===== src/design/cubic_fit_gradient_descent_defines.svh =====
// Assertion macros shared by the cubic fit design files.
`ifndef CUBIC_FIT_GRADIENT_DESCENT_DEFINES_SVH
`define CUBIC_FIT_GRADIENT_DESCENT_DEFINES_SVH

// Same-cycle implication, checked outside reset.
`define CFGD_ASSERT_NOW(label, clk, rst_n, ante, cons) \
	label: assert property (@(posedge clk) disable iff (!rst_n) (ante) |-> (cons)) \
		else $error("same-cycle check failed");

// Next-cycle implication, checked outside reset.
`define CFGD_ASSERT_NEXT(label, clk, rst_n, ante, cons) \
	label: assert property (@(posedge clk) disable iff (!rst_n) (ante) |=> (cons)) \
		else $error("next-cycle check failed");

`endif


===== src/design/cfgd_pkg.sv =====
// Types, constants and saturation functions of the cubic fit block.
package cfgd_pkg;

	localparam int SMP_W      = 16;
	localparam int RATE_W     = 16;
	localparam int COEF_W     = 32;
	localparam int SUM_W      = 48;
	localparam int MUL_W      = 32;
	localparam int PROD_W     = 2 * MUL_W;
	localparam int CFG_IDX_W  = 3;
	localparam int CFG_DATA_W = 32;
	localparam int NUM_COEF   = 4;
	localparam int K_W        = $clog2(NUM_COEF);

	// Fraction alignment shifts
	localparam int SH_CUBE = 16;  // x^3 in Q12.20
	localparam int SH_X    = 12;  // term times x
	localparam int SH_X2   = 24;  // term times x^2
	localparam int SH_X3   = 20;  // term times x^3
	localparam int SH_RATE = 16;  // err times rate
	localparam int SH_Y    = 4;   // Q4.12 to Q16.16

	localparam logic [RATE_W-1:0] RATE_RESET = RATE_W'(64);

	// Register indexes
	localparam logic [CFG_IDX_W-1:0] REG_MODE  = 3'd0;
	localparam logic [CFG_IDX_W-1:0] REG_RATE  = 3'd1;
	localparam logic [CFG_IDX_W-1:0] REG_INIT0 = 3'd2;
	localparam logic [CFG_IDX_W-1:0] REG_INIT1 = 3'd3;
	localparam logic [CFG_IDX_W-1:0] REG_INIT2 = 3'd4;
	localparam logic [CFG_IDX_W-1:0] REG_INIT3 = 3'd5;

	localparam logic OP_SAMPLE  = 1'b0;
	localparam logic OP_RESTART = 1'b1;

	localparam logic MODE_STOCH = 1'b0;
	localparam logic MODE_BATCH = 1'b1;

	typedef logic signed [COEF_W-1:0] coef_t;
	typedef coef_t [NUM_COEF-1:0] coef_arr_t;
	typedef logic signed [SUM_W-1:0] sum_t;
	typedef logic signed [SUM_W:0] wide_t;

	typedef enum logic [3:0] {
		ST_IDLE,
		ST_X2,
		ST_X3,
		ST_P1,
		ST_P2,
		ST_P3,
		ST_ERR,
		ST_RATE,
		ST_D0,
		ST_D1,
		ST_D2,
		ST_D3,
		ST_FOLD,
		ST_OUT
	} state_t;

	typedef enum logic [2:0] {
		UPD_NONE,
		UPD_STEP,
		UPD_SUM,
		UPD_FOLD,
		UPD_LOAD
	} upd_op_t;

	typedef struct packed {
		upd_op_t          op;
		logic [K_W-1:0]   k;
		sum_t             delta;
	} upd_cmd_t;

	// Clamp a wide value to the signed coefficient range.
	function automatic coef_t sat_coef(input wide_t v);
		coef_t r;
		if (v[SUM_W] && !(&v[SUM_W-1:COEF_W-1]))
			r = {1'b1, {(COEF_W-1){1'b0}}};
		else if (!v[SUM_W] && (|v[SUM_W-1:COEF_W-1]))
			r = {1'b0, {(COEF_W-1){1'b1}}};
		else
			r = v[COEF_W-1:0];
		return r;
	endfunction

	// Clamp a wide value to the signed sum range.
	function automatic sum_t sat_sum(input wide_t v);
		sum_t r;
		if (v[SUM_W] != v[SUM_W-1])
			r = v[SUM_W] ? {1'b1, {(SUM_W-1){1'b0}}} : {1'b0, {(SUM_W-1){1'b1}}};
		else
			r = v[SUM_W-1:0];
		return r;
	endfunction

endpackage


===== src/design/cfgd_mul.sv =====
// Shared signed 32x32 multiplier with registered product.
module cfgd_mul (
	input  logic                                clk,
	input  logic                                en,
	input  logic signed [cfgd_pkg::MUL_W-1:0]   a,
	input  logic signed [cfgd_pkg::MUL_W-1:0]   b,
	output logic signed [cfgd_pkg::PROD_W-1:0]  prod_q
);
	import cfgd_pkg::*;

	// Capture the product when the sequencer issues a multiply
	always_ff @(posedge clk) begin
		if (en) begin
			prod_q <= a * b;
		end
	end
endmodule


===== config.mk =====
export PLATFORM = sky130hd
export DESIGN_NAME = cfgd_mul
export DESIGN_NICKNAME = d
export VERILOG_FILES = /design/src/design/cubic_fit_gradient_descent_defines.svh /design/src/design/cfgd_pkg.sv /design/src/design/cfgd_mul.sv
export SDC_FILE = /design/constraint.sdc
export NUM_CORES = 2
export LEC_CHECK = 0
export ABC_AREA = 1
export ABC_CLOCK_PERIOD_IN_PS = 13400
export BUFFER_PORTS_ARGS = -buffer_cell sky130_fd_sc_hd__buf_2
export CORE_MARGIN = 1.5
export CORE_UTILIZATION = 40
export CTS_CLUSTER_DIAMETER = 30
export DETAILED_ROUTE_END_ITERATION = 6
export GPL_TIMING_DRIVEN = 1
export PLACE_DENSITY_LB_ADDON = 0.25
export SLEW_MARGIN = 20
export SYNTH_ARGS = -nofsm -noshare
export SYNTH_HDL_FRONTEND = slang
export SYNTH_SLANG_ARGS = --single-unit

===== constraint.sdc =====
create_clock -name clk -period 13.4 [get_ports clk]
set_clock_uncertainty 0.1 [all_clocks]
set_input_delay 2.68 -clock clk [delete_from_list [all_inputs] [get_ports clk]]
set_output_delay 2.68 -clock clk [all_outputs]
set_load 0.01 [all_outputs]

Yosys cells after proc, flatten, opt, wreduce, memory -nomap -nowiden:

Index checks and enable logic that the tools add are counted.

* multiply operators: 1

Operators with widths (number)
* $mul 32x32->64: 1

* input bits: 66
* output and inout bits: 64
* register bits after elaboration: 64

Depth between registers and ports, before layout:

* depth in word-level cells: 1
* depth in mapped cells: 31
* depth with buffers taken out: 30

Worst setup path before layout:

Ideal clock, no wire load.

* path kind: input to register
* start: input port a[31] (netlist bit)
* end: register prod_q[59] (netlist bit) (data pin)
* setup slack: 3.835 ns
* stages on the path: 27
* arrival time: 9.212 ns
* library setup time: 0.253 ns
* cell sequence: clkbuf_1 -> nand2_1 -> inv_1 -> fa_1 -> inv_1 -> fa_1 -> inv_1 -> fa_1 -> fa_1 -> inv_1 -> fa_1 -> inv_1 -> fa_1 -> inv_1 -> fa_1 -> fa_1 -> inv_1 -> ha_1 -> nand2_2 -> nor2_1 -> inv_1 -> nor2_1 -> nand2_1 -> nor3_1 -> nand2_1 -> nand4_1 -> nand2_1

* longest elaborated chain between the ends: 1

RTL lines
* start, declared: RTL line cfgd_mul.sv:5 `input logic signed [cfgd_pkg::MUL_W-1:0] a,`
* $mul 32x32->64: RTL line cfgd_mul.sv:14 `prod_q <= a * b;`
* end signal, assigned: RTL line cfgd_mul.sv:14
* end, declared: RTL line cfgd_mul.sv:7 `output logic signed [cfgd_pkg::PROD_W-1:0] prod_q`

Every way passes these cells.
A chain may end at the register's enable or synchronous reset.

Final worst setup path:

* start: input port b[5] (netlist bit)
* end: register prod_q[59] (netlist bit) (data pin)

* longest elaborated chain between the ends: 1

RTL lines
* start, declared: RTL line cfgd_mul.sv:6 `input logic signed [cfgd_pkg::MUL_W-1:0] b,`
* $mul 32x32->64: RTL line cfgd_mul.sv:14

Every way passes these cells.

==> key figures <==
Outcome
  • Outcome: finished clean

Yosys
  • Synth Instances: about 5100
  • Sequential fraction of the synthesis area: 4.71%
  • Number of enable flip-flop cells after synthesis: 64
  • Syn Std Cell Area: around 41000 µm²
  • Unique masters post-synth: 27
  • Syn avg cell area: 7.97 µm²
  • Syn_nets: 6456
  • Post-synthesis register bit count: 64
  • Yosys synthesis warning count: 0
  • Async set or reset register ratio after synthesis: 0%
  • Most used flip-flop cell after synthesis: edfxtp_1

Route
  • DRT Wirelength: 115 mm
  • Post-route ant nets: 0
  • Drt wl/cell: between 15 and 20 µm
  • Drt via density: 4.70
  • Iter 0 DRT Violations: between 1500 and 2000
  • Iteration count of the initial detailed-routing pass: 6
  • DRC viols: 0
  • Vias: about 30000

Worst setup path
  • CP startpoint kind: input port
  • Crit-path max FO: 32
  • Crit Path Category: input port to flip-flop
  • WP data arrival: 10.64 ns
  • Worst path required time: 13.40 ns
  • Setup crit end kind: flip-flop
  • Slowest cell delay on critical path: 0.89 ns
  • Slowest CP cell: fa_1

Global routing
  • Remaining Overflow, GRT: 0
  • Antenna violations before repair: 6
  • Busiest grt layer: met2
  • First-pass GRT wire length: 189 mm
  • Largest net degree at the start of global routing: 65
  • GR Layer Usage met2: between 40 and 50%
  • Met1 usage: 29.7%
  • Tot GR Track Use: 23.8%
  • Vias in the first global route: 33676
  • Met3 usage: 2.42%

Finish
  • Area of the multi-input gates: about 32000 µm²
  • # fillers: 10272
  • Area delta synth->final: 5.06%
  • Nets: ~6400
  • Layout cell share with drive strength beyond 1: 4.79%
  • Most common cell after layout, fill and taps aside: inv_1
  • Storage cell area: 1920 µm²
  • Commonest non-fill, non-tap cells in the layout: 1692 x inv_1, 1504 x nand2_1, 1082 x fa_1
  • Biggest register: prod_q
  • Non-filler cells in the finished layout: 6465
  • Flip-flop count of the largest register after layout: 64
  • Largest regs: prod_q x64

STA
  • Minimum clock period: around 11 ns
  • Fin. max-slew vios: 0
  • Final hold vios: 0
  • Final Setup Violations: 0
  • Unrepaired setup endpoints after global routing: false
  • Achievable frequency: roughly 94 MHz
  • Worst Tran Pin Value: 0.954 ns
  • Fin crit share: 79.4%
  • Worst slew margin: between 30% and 40%
  • Post-route setup TNS: 0 ns

Floorplanning
  • Full die area: approximately 100000 µm²
  • Initial Util: between 40% and 50%
  • Core ar.: 101000 µm²
  • Row count: approximately 120
  • Io pins: 130
  • Die width: 323 µm
  • Die height: 323 µm

Place
  • Port bufs: 129
  • GPL Wtd Cong: 0.924
  • Dpl hpwl: 97.3 mm
  • Placed cell count: around 6400

Clocking
  • Clock Path Buffers: 2
  • CTS tree: done
  • Root Driver: clkbuf_16
  • H-tree Lvls: 3
  • CTS hold repair buffers: 0
  • Clock Pin Slew Worst Setup and Hold Paths: 0.06 ns
  • Setup Buffers After CTS: 0
  • CTS Sinks: 64
  • Post_cts resized: 0
  • CTS Buf Count: 9

Worst hold path
  • Hold Path Class: input port to flip-flop
  • Hold Path Cell Cnt: 4
  • Hold worst-path end: prod_q[0]$_DFFE_PP_
  • Hold Crit Start: b[0]

Job
  • Max Cap Viol: 0
## cells in the mapped netlist (all sizes together), types with 8 or more instances
| cell type | instances | share of area [%] |
|---|---|---|
| nand4 | 13 | 0.20 |
| xor2 | 31 | 0.66 |
| nand3 | 79 | 1.0 |
| nand2 | 1525 | 14 |
| a21oi | 63 | 0.78 |
| nor3 | 16 | 0.26 |
| inv | 1700 | 16 |
| ha | 184 | 5.6 |
| o21ai | 21 | 0.26 |
| fa | 1082 | 53 |
| edfxtp | 64 | 4.7 |
| o21bai | 8 | 0.15 |
| clkbuf | 192 | 1.8 |
| nor2 | 127 | 1.4 |
## worst max path at each step
stage          start              endpoint  slack [ns]  cells past startpoint
2_1_floorplan  a[31]  prod_q[59]$_DFFE_PP_        3.84                     27
3_3_place_gp    b[5]  prod_q[60]$_DFFE_PP_        2.56                     27
3_5_place_dp    b[5]  prod_q[60]$_DFFE_PP_        2.42                     27
4_1_cts         b[5]  prod_q[59]$_DFFE_PP_        2.78                     27
5_1_grt         b[5]  prod_q[61]$_DFFE_PP_        2.26                     27
6_report        b[5]  prod_q[59]$_DFFE_PP_        2.76                     27
## cell families (layout without fill, tap and decap cells)
| family | Yosys count | after routing | synth area share [%] |
|---|---|---|---|
| fa+ha+maj | 1266 | 1266 | 58.7 |
| buf+inv | 1892 | 1862 | 17.4 |
| xor+xnor | 34 | 34 | 0.729 |
| compound gates | 95 | 95 | 1.24 |
| flops | 64 | 64 | 4.71 |
| simple gates | 1773 | 1773 | 17.3 |
| other cells | 0 | 3 | 0 |
## metal layers
layer | vias up | part of all wire, %
li1 | 13922 | -
met1 | 15498 | 40
met2 | 768 | 52
met3 | 163 | 4.9
met4 | 4 | 3.3
met5 | - | 0.020
## critical path: cells and delay by family
family	cells	cell delay [ns]
buffers and inverters	9	1.89
adder cells (fa/ha/maj)	9	4.75
AND/OR/NAND/NOR	9	1.28
## stage by stage
step / hold WS [ns] / utilization (%) / worst slack, ns / area [µm²]
global placement: 2.99 / 42.0 / 2.56 / 42600
floorplan: 2.69 / - / 3.84 / 40800
CTS: 2.91 / 42.3 / 2.78 / 42900
finish: 2.90 / 42.3 / 2.76 / 42900
detailed placement: 2.99 / 42.0 / 2.42 / 42600
global route: 2.92 / 42.3 / 2.26 / 42900
## layout make-up
cell class	count	share of cell area, %
timing repair buffer	146	1.80
antenna	3	0.0175
clock buffer	9	0.525
tap	1368	3.99
inverter	1700	14.9
sequential	64	4.48
multi-input combinational	3168	74.2
clock inverter	7	0.166
Power is left out: the tool's default activity adds up to more than one toggle a clock period on the data nets, which glitch-free logic cannot reach.
